File: config.mk
export PLATFORM = sky130hd
export DESIGN_NAME = ccte_ctrl
export DESIGN_NICKNAME = d
export VERILOG_FILES = /design/src/ccte_pkg.sv /design/src/ccte_ctrl.sv
export SDC_FILE = /design/constraint.sdc
export NUM_CORES = 1
export LEC_CHECK = 0
export BUFFER_PORTS_ARGS = -buffer_cell sky130_fd_sc_hd__clkbuf_2
export CAP_MARGIN = 10
export CORE_ASPECT_RATIO = 0.9
export CORE_MARGIN = 5
export CORE_UTILIZATION = 57
export DETAILED_ROUTE_END_ITERATION = 7
export GPL_TIMING_DRIVEN = 0
export PLACE_DENSITY = 0.85
export SYNTH_ARGS = -nofsm -noshare
export SYNTH_HDL_FRONTEND = slang
export SYNTH_SLANG_ARGS = --single-unit
File: constraint.sdc
create_clock -name i_clk -period 5 [get_ports i_clk]
set_clock_uncertainty 0.15 [all_clocks]
set_input_delay 1.5 -clock i_clk [delete_from_list [all_inputs] [get_ports i_clk]]
set_output_delay 1.5 -clock i_clk [all_outputs]
set_load 0.05 [all_outputs]
File: src/ccte_pkg.sv
// ----------------------------------------------------------------------------
// Cluster chain table engine package
// Shared types and constants for the controller and the datapath.
// ----------------------------------------------------------------------------
package ccte_pkg;

    localparam int TABLE_DEPTH = 4096;
    localparam int CW          = 12;
    localparam int EW          = 16;

    localparam logic [EW-1:0] ENT_FREE = 16'h0000;
    localparam logic [EW-1:0] ENT_END  = 16'h0001;
    localparam logic [EW-1:0] ENT_RSV  = 16'hFFFF;

    localparam logic [2:0] OP_ALLOC = 3'd0;
    localparam logic [2:0] OP_LINK  = 3'd1;
    localparam logic [2:0] OP_FREE  = 3'd2;
    localparam logic [2:0] OP_SKIP  = 3'd3;
    localparam logic [2:0] OP_WRITE = 3'd4;

    localparam logic [3:0] ST_OK        = 4'd0;
    localparam logic [3:0] ST_FULL      = 4'd1;
    localparam logic [3:0] ST_LNK_SRC   = 4'd2;
    localparam logic [3:0] ST_LNK_TGT   = 4'd3;
    localparam logic [3:0] ST_LNK_END   = 4'd4;
    localparam logic [3:0] ST_FREE_TWO  = 4'd5;
    localparam logic [3:0] ST_FREE_BAD  = 4'd6;
    localparam logic [3:0] ST_FREE_FREE = 4'd7;
    localparam logic [3:0] ST_FREE_RSV  = 4'd8;
    localparam logic [3:0] ST_WALK_BAD  = 4'd9;
    localparam logic [3:0] ST_WALK_NXT  = 4'd10;
    localparam logic [3:0] ST_WALK_RSV  = 4'd11;

    // Commands from the controller to the datapath.
    typedef struct packed {
        logic load;       // capture the input item
        logic rd_cur;     // read the entry of the current cluster
        logic rd_scan;    // read the entry at the scan pointer
        logic scan_inc;   // advance the scan pointer
        logic scan_clr;   // restart the scan at zero
        logic fill_wr;    // write one entry of the group being opened
        logic fill_inc;   // advance the fill pointer
        logic fill_start; // point the fill at the next group
        logic grp_inc;    // one more group is open
        logic wr_end_scan;// mark scan entry end of chain, take it as the allocation
        logic wr_end_new; // mark the first free entry of the new group end of chain
        logic wr_link;    // current entry = target
        logic wr_free;    // current entry = free, follow old value
        logic wr_lnk_alloc;// current entry = allocated cluster, move there
        logic step;       // apply one walk step within the current cluster
        logic walk_init;  // move to the next cluster, position zero
        logic pos_end;    // position becomes the cluster size at a chain end
    } t_cmd;

    // Status from the datapath to the controller.
    typedef struct packed {
        logic scan_last;   // scan pointer at the last entry of the open groups
        logic scan_none;   // no open group to scan
        logic scan_hit;    // read scan entry is free
        logic can_open;    // a new group fits
        logic fill_last;   // fill pointer at the last entry of the group
        logic cur_valid;   // current cluster lies in an open group
        logic tgt_valid;   // target lies in an open group
        logic cur_first;   // current cluster is the first of its group
        logic cur_two;     // current cluster is cluster 2
        logic len_zero;    // no bytes left
        logic past_end;    // position at or beyond the cluster size
        logic step_past;   // position reaches cluster size after this step
        logic [EW-1:0] ent;// entry just read
    } t_sts;

endpackage

File: src/ccte_ctrl.sv
// ----------------------------------------------------------------------------
// Cluster chain table engine controller
// Sequences allocation scans, group opening, links, frees and walks.
// ----------------------------------------------------------------------------
module ccte_ctrl
    import ccte_pkg::*;
(
    input  logic        i_clk,
    input  logic        i_rst_n,
    input  logic        i_valid,
    output logic        o_ready,
    output logic        o_valid,
    input  logic        i_ready,
    input  logic [2:0]  i_opcode,
    input  t_sts        i_sts,
    output t_cmd        o_cmd,
    output logic [3:0]  o_status,
    output logic        o_zero
);

    typedef enum logic [13:0] {
        S_IDLE   = 14'b00000000000001,
        S_DISP   = 14'b00000000000010,
        S_SRD    = 14'b00000000000100,
        S_SCHK   = 14'b00000000001000,
        S_FILL   = 14'b00000000010000,
        S_NEWEND = 14'b00000000100000,
        S_LRD    = 14'b00000001000000,
        S_LCHK   = 14'b00000010000000,
        S_FRD    = 14'b00000100000000,
        S_FCHK   = 14'b00001000000000,
        S_WCHK   = 14'b00010000000000,
        S_WRD    = 14'b00100000000000,
        S_WNXT   = 14'b01000000000000,
        S_DONE   = 14'b10000000000000
    } t_state;

    t_state       r_state, n_state;
    logic [3:0]   r_status, n_status;
    logic [12:0]  r_steps, n_steps;
    logic         r_walloc, n_walloc; // allocation on behalf of a write walk
    logic         r_zero, n_zero;

    logic is_wr;
    assign is_wr = (i_opcode == OP_WRITE);

    always_comb begin
        n_state  = r_state;
        n_status = r_status;
        n_steps  = r_steps;
        n_walloc = r_walloc;
        n_zero   = r_zero;
        o_cmd    = '0;
        case (r_state)
            S_IDLE: begin
                if (i_valid) begin
                    o_cmd.load = 1'b1;
                    n_status   = ST_OK;
                    n_steps    = '0;
                    n_walloc   = 1'b0;
                    n_zero     = 1'b0;
                    n_state    = S_DISP;
                end
            end
            S_DISP: begin
                case (i_opcode)
                    OP_ALLOC: begin
                        o_cmd.scan_clr = 1'b1;
                        n_state = S_SRD;
                    end
                    OP_LINK: begin
                        if (!i_sts.cur_valid) begin
                            n_status = ST_LNK_SRC; n_state = S_DONE;
                        end else if (!i_sts.tgt_valid) begin
                            n_status = ST_LNK_TGT; n_state = S_DONE;
                        end else begin
                            n_state = S_LRD;
                        end
                    end
                    OP_FREE: n_state = S_FRD;
                    OP_SKIP, OP_WRITE: n_state = S_WCHK;
                    default: begin
                        n_zero  = 1'b1;
                        n_state = S_DONE;
                    end
                endcase
            end
            S_SRD: begin
                if (i_sts.scan_none) begin
                    if (i_sts.can_open) begin
                        o_cmd.fill_start = 1'b1;
                        n_state = S_FILL;
                    end else begin
                        n_status = ST_FULL; n_state = S_DONE;
                    end
                end else begin
                    o_cmd.rd_scan = 1'b1;
                    n_state = S_SCHK;
                end
            end
            S_SCHK: begin
                if (i_sts.scan_hit) begin
                    o_cmd.wr_end_scan = 1'b1;
                    n_state = r_walloc ? S_WNXT : S_DONE;
                end else if (i_sts.scan_last) begin
                    if (i_sts.can_open) begin
                        o_cmd.fill_start = 1'b1;
                        n_state = S_FILL;
                    end else begin
                        n_status = ST_FULL; n_state = S_DONE;
                    end
                end else begin
                    o_cmd.scan_inc = 1'b1;
                    n_state = S_SRD;
                end
            end
            S_FILL: begin
                o_cmd.fill_wr  = 1'b1;
                o_cmd.fill_inc = 1'b1;
                if (i_sts.fill_last) n_state = S_NEWEND;
            end
            S_NEWEND: begin
                o_cmd.wr_end_new = 1'b1;
                o_cmd.grp_inc    = 1'b1;
                n_state = r_walloc ? S_WNXT : S_DONE;
            end
            S_LRD: begin
                o_cmd.rd_cur = 1'b1;
                n_state = S_LCHK;
            end
            S_LCHK: begin
                if (i_sts.ent != ENT_END) n_status = ST_LNK_END;
                else o_cmd.wr_link = 1'b1;
                n_state = S_DONE;
            end
            S_FRD: begin
                if (r_steps > 13'(TABLE_DEPTH)) begin
                    n_status = ST_FREE_FREE; n_state = S_DONE;
                end else if (i_sts.cur_two) begin
                    n_status = ST_FREE_TWO; n_state = S_DONE;
                end else if (!i_sts.cur_valid) begin
                    n_status = ST_FREE_BAD; n_state = S_DONE;
                end else begin
                    o_cmd.rd_cur = 1'b1;
                    n_state = S_FCHK;
                end
            end
            S_FCHK: begin
                if (i_sts.ent == ENT_FREE) begin
                    n_status = ST_FREE_FREE; n_state = S_DONE;
                end else if (i_sts.ent == ENT_RSV) begin
                    n_status = ST_FREE_RSV; n_state = S_DONE;
                end else begin
                    o_cmd.wr_free = 1'b1;
                    n_steps = r_steps + 13'd1;
                    n_state = (i_sts.ent == ENT_END) ? S_DONE : S_FRD;
                end
            end
            S_WCHK: begin
                if (!i_sts.cur_valid || i_sts.cur_first) begin
                    n_status = ST_WALK_BAD; n_state = S_DONE;
                end else begin
                    o_cmd.rd_cur = 1'b1;
                    n_state = S_WRD;
                end
            end
            S_WRD: begin
                if (i_sts.ent == ENT_FREE) begin
                    n_status = ST_WALK_BAD; n_state = S_DONE;
                end else begin
                    o_cmd.step = 1'b1;
                    if (!i_sts.step_past) begin
                        n_state = S_DONE;
                    end else if (i_sts.ent == ENT_END || i_sts.ent == ENT_RSV) begin
                        n_state = S_WNXT;
                    end else begin
                        // plain next link: stays in the loop if bytes remain
                        n_state = S_WNXT;
                    end
                end
            end
            S_WNXT: begin
                // Position is at or past the cluster end; entry in i_sts.ent.
                if (r_walloc) begin
                    o_cmd.wr_lnk_alloc = 1'b1;
                    n_walloc = 1'b0;
                    n_state  = i_sts.len_zero ? S_DONE : S_WCHK;
                end else if (i_sts.ent == ENT_FREE) begin
                    n_status = ST_WALK_NXT; n_state = S_DONE;
                end else if (!is_wr && (i_sts.ent == ENT_END || i_sts.ent == ENT_RSV)) begin
                    o_cmd.pos_end = 1'b1;
                    n_state = S_DONE;
                end else if (is_wr && i_sts.ent == ENT_RSV) begin
                    if (!i_sts.len_zero) n_status = ST_WALK_RSV;
                    n_state = S_DONE;
                end else if (is_wr && i_sts.ent == ENT_END) begin
                    if (i_sts.len_zero) begin
                        o_cmd.pos_end = 1'b1;
                        n_state = S_DONE;
                    end else begin
                        n_walloc = 1'b1;
                        o_cmd.scan_clr = 1'b1;
                        n_state = S_SRD;
                    end
                end else begin
                    o_cmd.walk_init = 1'b1;
                    n_state = i_sts.len_zero ? S_DONE : S_WCHK;
                end
            end
            S_DONE: begin
                if (i_ready) n_state = S_IDLE;
            end
            default: n_state = S_IDLE;
        endcase
    end

    always_ff @(posedge i_clk) begin
        if (!i_rst_n) begin
            r_state  <= S_IDLE;
            r_status <= ST_OK;
            r_steps  <= '0;
            r_walloc <= 1'b0;
            r_zero   <= 1'b0;
        end else begin
            r_state  <= n_state;
            r_status <= n_status;
            r_steps  <= n_steps;
            r_walloc <= n_walloc;
            r_zero   <= n_zero;
        end
    end

    assign o_ready  = (r_state == S_IDLE);
    assign o_valid  = (r_state == S_DONE);
    assign o_status = r_status;
    assign o_zero   = r_zero || (r_status != ST_OK);

endmodule

==> qor.yml, run 1 <==
critical_path:
  cp_max_fo: 6
  critPathLaunchType: "input pin"
  reg2reg_slack_ns: 2.08
  cp.required_ns: 3.35
  reg2regPathDepth: 7
  r2r_start: "r_state[5]$_SDFFE_PN0P_"
  cp_slowest_cell: "nor4_1"
  arrival_ns: 3.20
  worst_path_most_repeated_cell: "clkbuf_2"
  slowest_delay_ns: 0.46
  cp_cell_sequence: "clkbuf_2 > nor4_1 > and4_1 > clkbuf_1 > nor2_1 > and3_1 > clkbuf_2"
  critPathCaptureType: "output port"
  r2r-end: "r_steps[12]$_SDFFE_PN0P_"
  crit_type: "in -> out"
timing:
  rsz0062_at_grt: "false"
  final.period_utilization_pct: 97.0
  final-hold-violation-count: 0
  max_clock_freq_mhz: 206
  setup_violations: 0
  worst_slew_pin_slew_ns: 0.741
  final.min_clock_period_ns: 4.85
  report.final.slew_viol_count: 0
  tns_ns: 0
  maxSlewHeadroom_pct: 50.3
  whs_ns: 0.327
power:
  p_leak_uw: 0.00115
  p_per_area_nw_per_um2: 241
  p_total_uw: 662
  vdd_drop_max_mv: 0.128
floorplanning:
  core_area_um2: 3990
  ios: 59
  start_util_pct: 57.7
  dieArea_um2: 5420
  die_y_um: 70.3
  chipWidth_um: 77.0
  row_count: 22
drt:
  top_layer: "met4"
  drt_drc_violations_left: 0
  first_pass_iters: 5
  wirelength_um: 6670
  wl_met3_um: 702
  wl_per_cell_um: 16.3
  antenna_left: 0
  wl_met2_um: 2860
  wl_met1_um: 2940
  viasPerCell: 6.47
  drtIter0Drc: 362
  num_vias: 2654
synth:
  syn_avg_cell_area_um2: 7.76
  synth_nets: 334
  synth_ff_type: "dfxtp_1"
  yosysUniqueCellTypes: 59
  synth_edf_count: 0
  yosysSeqAreaShare_pct: 28.7
  yosysWarnings: 0
  synth_seq_cells: 33
  synthCells: 297
  synthesis.area_um2: 2300
  async_reset_ff_share_pct: 0
finish:
  fin_cells: 410
  stdcell_area_um2: 2750
  drive_gt1_share_pct: 23.5
  antenna_cells: 0
  nets: 398
  final_cell_mix: "56 x clkbuf_2, 33 x dfxtp_1, 32 x nor2_1, 26 x nand2_1, 19 x nand4_1"
  final_common_cell: "clkbuf_2"
  layout-area-overhead-vs-synth_pct: 19.3
global_route:
  grt_pass1_vias: 2274
  grt_pass1_wl_um: 10900
  grt.total_usage_pct: 24.4
  grt_overflow: 0
  antenna_found_initial: 0
  grt_start_max_net_pins: 11
hold_path:
  hp-start: "o_status[1]$_SDFFE_PN0P_"
  holdPathStages: 2
  hold_path_class: "reg -> reg"
  hold_path_end: "o_status[1]$_SDFFE_PN0P_"
status:
  status: "finished clean"
clocking:
  clockBufferDepth: 2
  htreeDepth: 2
  path_clk_slew_ns: 0.06
  cts_sinks: 33
  clk_latency_ns: 0.29
  clockRootBuffer: "clkbuf_8"
  numCtsBuffers: 5
  cts_resized: 0
  cts_tree: "done"
place:
  post_dp_cell_area_um2: 2660
  io_buffer_count: 56
  dp_hpwl_um: 5250
  gp_congestion: 0.948
  dp.cells: 401
run:
  maxCapViolCount: 0
-- per-layer routing --
metal | vias to the layer above | GRT usage (%)
met1 | 1223 | 35.1
met5 | - | 0
met4 | 0 | 8.59
li1 | 1252 | -
met2 | 155 | 34.6
met3 | 24 | 6.83
-- registers in the layout (all words and copies together), names as in the netlist --
signal / cells
o_status: 4
r_state: 14
r_steps: 13
r_walloc: 1
r_zero: 1
-- synth_stat cells (3+ instances only) --
| library cell | number | area [um2] |
|---|---|---|
| nor4_4 | 3 | 63.8 |
| nor4b_1 | 7 | 61.3 |
| nor3_1 | 11 | 55.1 |
| mux2i_1 | 4 | 40.0 |
| nor4_1 | 17 | 106 |
| o21a_1 | 3 | 22.5 |
| a21oi_1 | 11 | 55.1 |
| or2_2 | 5 | 31.3 |
| a31oi_1 | 5 | 31.3 |
| xor2_1 | 7 | 61.3 |
| nand2b_1 | 6 | 37.5 |
| and3_1 | 9 | 56.3 |
| nand3_1 | 6 | 30.0 |
| or3_1 | 5 | 31.3 |
| inv_1 | 13 | 48.8 |
| nor2b_1 | 6 | 37.5 |
| nand2_1 | 26 | 97.6 |
| o21ai_0 | 11 | 55.1 |
| nor2_1 | 32 | 120 |
| clkbuf_1 | 4 | 15.0 |
| nor3b_1 | 3 | 22.5 |
| xnor2_1 | 5 | 43.8 |
| or4_1 | 3 | 22.5 |
| nand4_1 | 19 | 119 |
| dfxtp_1 | 33 | 661 |
-- worst max-delay path, delay by kind of cell --
kind,cells,cell delay [ns]
buffers and inverters,3,0.61
and+or+nand+nor,4,1.10
-- stage by stage --
step | setup slack (ns) | utilization (%)
floorplan | 0.150 | -
global placement | 0.125 | 66.6
detailed placement | 0.108 | 66.6
CTS | 0.0760 | 68.7
global route | 0.0492 | 68.9
finish | 0.149 | 68.9
-- logic make-up (layout without fill, tap and decap cells) --
| kind of cell | after synthesis | after routing | share of synthesized area [%] |
|---|---|---|---|
| mux | 4 | 4 | 1.74 |
| buf+inv | 24 | 89 | 4.67 |
| flops | 33 | 33 | 28.7 |
| simple gates | 168 | 168 | 42.9 |
| fa+ha+maj | 2 | 2 | 1.09 |
| xor+xnor | 12 | 12 | 4.56 |
| compound gates | 54 | 54 | 16.3 |
-- worst max path at each step --
stage                         from        to  cells after the start
final                     i_sts[7]  o_cmd[1]                      7
after global routing      i_sts[7]  o_cmd[1]                      7
after CTS                 i_sts[7]  o_cmd[0]                      6
after detailed placement  i_sts[7]  o_cmd[0]                      6
after global placement    i_sts[7]  o_cmd[0]                      6
after floorplan           i_sts[9]  o_cmd[4]                      4
-- where the power goes --
group / internal (uW) / switching [uW]
Clock: 96.5 / 100
Combinational: 67.3 / 123
Sequential: 268 / 6.92
Total: 432 / 230
-- area by class of cell --
cell class              instances  area (um2)
plain buffers                  10        55.1
flip-flops and latches         33         661
clock inverters                 2        10.0
multi-input cells             240        1550
fillers                       323        1240
clock buffers                   6        72.6
well taps                      48        60.1
repair buffers                 57         288
inverters                      14        52.6
-- repair_timing --
action,4_1_cts,5_1_grt
hold buffers,0,0
setup endpoints to repair,0,1
setup buffers,0,1
Note: power is estimated with default switching activity, not from simulation.
==> run 2, diff against run 1 <==
Settings changed: CORE_MARGIN 5 to unset.
==> qor.yml, run 2 (same netlist as run 1, synthesis figures left out) <==
place:
  io_buffer_count: 56  # unchanged
  dp_hpwl_um: 5010  # was 5250 um
  place_ws_ns: 0.0615  # was 0.108 ns
  post_dp_cell_area_um2: 2660  # about the same
  gp_congestion: 0.990  # was 0.948
floorplanning:
  die_y_um: 62.3  # was 70.3 um
  core_area_um2: 3780  # was 3990 um2
  row_count: 21  # was 22
  chipWidth_um: 69.0  # was 77.0 um
  dieArea_um2: 4300  # was 5420 um2
  ios: 59  # unchanged
  start_util_pct: 60.9  # was 57.7%
finish:
  layout-area-overhead-vs-synth_pct: 19.2  # was 19.3%
  post-route-util_pct: 72.6  # was 68.9%
  final_common_cell: "clkbuf_2"  # unchanged
  antenna_cells: 0  # unchanged
  drive_gt1_share_pct: 23.5  # unchanged
  stdcell_area_um2: 2750  # about the same
  nets: 398  # unchanged
  largest_reg_flops: 14  # unchanged
  n_fill_cell: 312  # was 323
  top_register: "r_state"  # unchanged
  final_cell_mix: "56 x clkbuf_2, 33 x dfxtp_1, 32 x nor2_1, 26 x nand2_1, 19 x nand4_1"  # unchanged
drt:
  wl_met2_um: 2680  # was 2860 um
  first_pass_iters: 5  # unchanged
  wirelength_um: 6350  # was 6670 um
  antenna_left: 0  # unchanged
  num_vias: 2531  # was 2654
  wl_met3_um: 615  # was 702 um
  drt_drc_violations_left: 0  # unchanged
  top_layer: "met4"  # unchanged
  drtIter0Drc: 261  # was 362
  wl_met1_um: 2910  # was 2940 um
  wl_per_cell_um: 15.6  # was 16.3 um
  viasPerCell: 6.20  # was 6.47
status:
  status: "finished clean"  # unchanged
critical_path:
  critPathCaptureType: "output port"  # unchanged
  cp_max_fo: 5  # was 6
  cp_cell_sequence: "clkbuf_2 > nand4_1 > or4_1 > and2_1 > nor4_4 > clkbuf_2"  # was clkbuf_2 > nor4_1 > and4_1 > clkbuf_1 > nor2_1 > and3_1 > clkbuf_2
  cp.required_ns: 3.35  # about the same
  worst_path_most_repeated_cell: "clkbuf_2"  # unchanged
  crit_type: "in -> out"  # unchanged
  reg2reg_slack_ns: 2.14  # was 2.08 ns
  arrival_ns: 3.15  # was 3.20 ns
  slowest_delay_ns: 0.63  # was 0.46 ns
  cp_top_family: "simple AND/OR/NAND/NOR gates"  # unchanged
  cp_slowest_cell: "or4_1"  # was nor4_1
  critPathLaunchType: "input pin"  # unchanged
  path_buf_inv: 2  # was 3
power:
  p_leak_uw: 0.00115  # unchanged
  p_sw_uw: 230  # about the same
  p_per_area_nw_per_um2: 241  # about the same
  p_clk_share_pct: 30.2  # was 29.7%
  internal-power_uw: 432  # about the same
  switching_share_pct: 34.7  # about the same
  vdd_drop_max_mv: 0.184  # was 0.128 mV
  p_comb_share_pct: 28.2  # was 28.7%
  p_seq_share_pct: 41.6  # about the same
timing:
  max_clock_freq_mhz: 208  # was 206 MHz
  setup_violations: 0  # unchanged
  rsz0062_at_grt: "false"  # unchanged
  worst_slew_pin_slew_ns: 0.745  # was 0.741 ns
  fin_ws_ns: 0.196  # was 0.149 ns
  final-hold-violation-count: 0  # unchanged
  final.period_utilization_pct: 96.1  # was 97.0%
  report.final.slew_viol_count: 0  # unchanged
  final.min_clock_period_ns: 4.80  # was 4.85 ns
  whs_ns: 0.333  # was 0.327 ns
  tns_ns: 0  # unchanged
  maxSlewHeadroom_pct: 50.0  # was 50.3%
clocking:
  cts_sinks: 33  # unchanged
  cts_resized: 0  # unchanged
  cts_setup_buffers: 0  # unchanged
  clockRootBuffer: "clkbuf_8"  # unchanged
  clk_latency_ns: 0.29  # about the same
  cts_tree: "done"  # unchanged
  clockBufferDepth: 2  # unchanged
  path_clk_slew_ns: 0.07  # was 0.06 ns
  postCtsHoldBufs: 0  # unchanged
  htreeDepth: 2  # unchanged
  numCtsBuffers: 5  # unchanged
hold_path:
  hold_path_class: "reg -> reg"  # unchanged
global_route:
  grt.total_usage_pct: 30.7  # was 24.4%
  grt_start_max_net_pins: 11  # unchanged
  grt_pass1_vias: 2269  # was 2274
  antenna_found_initial: 0  # unchanged
  grt_overflow: 0  # unchanged
  grt_pass1_wl_um: 10500  # was 10900 um
run:
  maxCapViolCount: 0  # unchanged
run 2: cell counts in the layout (fill, tap and decap cells not counted):
Identical to the previous run, type by type.
run 2: power by group through the flow:
stage	sequential (uW)	clock, uW	combinational [uW]
2_1_floorplan	282	0	130
3_3_place_gp	281	0	184
3_5_place_dp	281	0	183
4_1_cts	275	201	184
5_1_grt	276	213	200
6_report	276	200	186
run 2: through the flow:
| stage | instances | total power, uW |
|---|---|---|
| final | 408 | 662 |
| after global routing | 408 | 689 |
| after CTS | 407 | 660 |
| after detailed placement | 399 | 465 |
| after global placement | 399 | 464 |
| after floorplan | 297 | 412 |
run 2: metal layers:
metal,global-route usage [%],vias up
met1,42.7,1131
met4,10.5,0
li1,-,1256
met5,0,-
met2,45.0,125
met3,9.09,19
run 2: worst register-to-register path, delay by kind of cell (launching register included):
family                 cells  cell delay [ns]
AO/OA/AOI/OAI              2             0.47
buffers and inverters      1             0.32
flip-flops                 1             0.37
AND/OR/NAND/NOR            4             1.49
run 2: path summary, 6_finish.rpt:
path                            startpoint                        to  cells after the start
setup / recovery                 i_sts[12]                  o_cmd[0]                      6
hold reg to reg   o_status[2]$_SDFFE_PN0P_  o_status[2]$_SDFFE_PN0P_                      2
setup reg to reg   r_state[5]$_SDFFE_PN0P_  r_steps[11]$_SDFFE_PN0P_                      7
hold / removal    o_status[2]$_SDFFE_PN0P_  o_status[2]$_SDFFE_PN0P_                      2
run 2: area by class of cell:
| cell class | count | area [um2] | area share, % |
|---|---|---|---|
| Timing Repair Buffer | 57 | 288 | 10.5 |
| Tap cell | 46 | 57.6 | 2.09 |
| Clock buffer | 6 | 72.6 | 2.64 |
| Sequential cell | 33 | 661 | 24.0 |
| Multi-Input combinational cell | 240 | 1550 | 56.5 |
| Inverter | 14 | 52.6 | 1.91 |
| Clock inverter | 2 | 10.0 | 0.364 |
| Buffer | 10 | 55.1 | 2.00 |
==> run 3, diff against run 2 <==
Settings changed: CORE_UTILIZATION 57 to 40, CTS_CLUSTER_DIAMETER set to 60, PLACE_DENSITY 0.85 to unset.
==> qor.yml, run 3 (same netlist as run 1, synthesis figures left out) <==
timing:
  rsz0062_at_grt: "false"  # unchanged
  final.min_clock_period_ns: 4.86  # was 4.80 ns
  final.period_utilization_pct: 97.2  # was 96.1%
  worst_slew_pin_slew_ns: 0.769  # was 0.745 ns
  maxSlewHeadroom_pct: 48.3  # was 50.0%
  tns_ns: 0  # unchanged
  setup_violations: 0  # unchanged
  report.final.slew_viol_count: 0  # unchanged
  max_clock_freq_mhz: 206  # was 208 MHz
  final-hold-violation-count: 0  # unchanged
place:
  io_buffer_count: 56  # unchanged
  dp_hpwl_um: 5250  # was 5010 um
  gp_congestion: 0.848  # was 0.990
critical_path:
  reg2reg_slack_ns: 2.10  # was 2.14 ns
  crit_type: "in -> out"  # unchanged
  path_buf_inv: 3  # was 2
  cp_max_fo: 6  # was 5
  arrival_ns: 3.21  # was 3.15 ns
  worst_path_most_repeated_cell: "clkbuf_2"  # unchanged
  cp_slowest_cell: "nor4_1"  # was or4_1
  r2r-end: "r_steps[12]$_SDFFE_PN0P_"  # was r_steps[11]$_SDFFE_PN0P_
  r2r_start: "r_state[4]$_SDFFE_PN0P_"  # was r_state[5]$_SDFFE_PN0P_
  critPathCaptureType: "output port"  # unchanged
  slowest_delay_ns: 0.47  # was 0.63 ns
  reg2regPathDepth: 7  # unchanged
  cp.required_ns: 3.35  # about the same
  cp_cell_sequence: "clkbuf_2 > nor4_1 > and4_1 > clkbuf_1 > nor2_1 > and3_1 > clkbuf_2"  # was clkbuf_2 > nand4_1 > or4_1 > and2_1 > nor4_4 > clkbuf_2
  critPathLaunchType: "input pin"  # unchanged
  cp_top_family: "simple AND/OR/NAND/NOR gates"  # unchanged
finish:
  multiInputGateArea_um2: 1560  # was 1550 um2
  largest_reg_flops: 14  # unchanged
  n_fill_cell: 548  # was 312
  final_common_cell: "clkbuf_2"  # unchanged
  antenna_cells: 0  # unchanged
  top_register: "r_state"  # unchanged
  register_area_um2: 661  # unchanged
  drive_gt1_share_pct: 24.0  # was 23.5%
  final_cell_mix: "56 x clkbuf_2, 33 x dfxtp_1, 32 x nor2_1, 26 x nand2_1, 19 x nand4_1"  # unchanged
  nets: 398  # unchanged
  layout-area-overhead-vs-synth_pct: 21.4  # was 19.2%
  post-route-util_pct: 51.7  # was 72.6%
drt:
  drtIter0Drc: 173  # was 261
  wirelength_um: 6700  # was 6350 um
  wl_per_cell_um: 15.6  # about the same
  antenna_left: 0  # unchanged
  first_pass_iters: 4  # was 5
  drt_drc_violations_left: 0  # unchanged
  num_vias: 2475  # was 2531
  viasPerCell: 5.77  # was 6.20
global_route:
  grt.total_usage_pct: 23.2  # was 30.7%
  grt_start_max_net_pins: 11  # unchanged
  antenna_found_initial: 0  # unchanged
  grt_pass1_vias: 2048  # was 2269
  grt_overflow: 0  # unchanged
  grt_pass1_wl_um: 10300  # was 10500 um
run:
  maxCapViolCount: 0  # unchanged
clocking:
  cts_tree: "done"  # unchanged
  htreeDepth: 2  # unchanged
  path_clk_slew_ns: 0.07  # about the same
  cts_sinks: 33  # unchanged
  clk_latency_ns: 0.29  # about the same
  clockBufferDepth: 2  # unchanged
  clockRootBuffer: "clkbuf_8"  # unchanged
  numCtsBuffers: 5  # unchanged
floorplanning:
  chipWidth_um: 82.0  # was 69.0 um
  start_util_pct: 42.6  # was 60.9%
  ios: 59  # unchanged
  die_y_um: 74.0  # was 62.3 um
  core_area_um2: 5410  # was 3780 um2
  dieArea_um2: 6070  # was 4300 um2
  row_count: 25  # was 21
status:
  status: "finished clean"  # unchanged
power:
  p_leak_uw: 0.00116  # was 0.00115 uW
  p_per_area_nw_per_um2: 247  # was 241 nW/um2
  vdd_drop_max_mv: 0.124  # was 0.184 mV
hold_path:
  hold_path_end: "o_status[1]$_SDFFE_PN0P_"  # was o_status[2]$_SDFFE_PN0P_
  hp-start: "o_status[1]$_SDFFE_PN0P_"  # was o_status[2]$_SDFFE_PN0P_
  hold_path_class: "reg -> reg"  # unchanged
  holdPathStages: 2  # unchanged
run 3: worst max-delay path by stage:
stage / slack, ns / to / start / depth (start not counted)
floorplan: 0.15 / o_cmd[4] / i_sts[9] / 4
global placement: 0.003 / o_cmd[0] / i_sts[15] / 6
detailed placement: 0.03 / o_cmd[0] / i_sts[15] / 6
CTS: 0.02 / o_cmd[0] / i_sts[15] / 6
global route: 0.02 / o_cmd[0] / i_sts[9] / 6
finish: 0.14 / o_cmd[1] / i_sts[9] / 7
run 3: layout make-up:
cell class | instances | share of cell area, %
well taps | 67 | 3.00
multi-input cells | 240 | 55.7
repair buffers | 57 | 10.3
clock buffers | 7 | 3.44
clock inverters | 1 | 0.179
flip-flops and latches | 33 | 23.6
plain buffers | 10 | 1.97
inverters | 14 | 1.88
run 3: layer usage:
metal	up-vias	routed length [um]	global-route usage, %	part of all wire [%]
met5	-	0	0	0
met4	0	68	6.04	1.0
met3	6	456	6.13	6.8
met2	89	2810	32.5	42
met1	1130	3360	34.8	50
li1	1250	-	-	-
run 3: stage by stage:
step	hold slack [ns]	cell area [um2]	instances	total power, uW	worst slack, ns
after floorplan	0.305	2320	297	412	0.150
after global placement	0.311	2680	420	468	0.00295
after detailed placement	0.322	2680	420	466	0.0306
after CTS	0.332	2790	428	692	0.0213
after global routing	0.360	2800	429	728	0.0237
final	0.328	2800	429	691	0.140
run 3: what timing repair did:
item | CTS | global route
setup buffers | 0 | 1
resized for setup | 0 | 1
hold buffers | 0 | 0
endpoints found under the setup margin | 0 | 2
run 3: worst min-delay path: cells and delay by family (launching register included):
family,cells,cell delay (ns)
DFF,1,0.32
and+or+nand+nor,1,0.05
muxes,1,0.05
run 3: where the power goes:
part / switching, uW / internal (uW)
Combinational: 120 / 67.4
Clock: 104 / 125
Sequential: 7.16 / 268
Total: 231 / 460
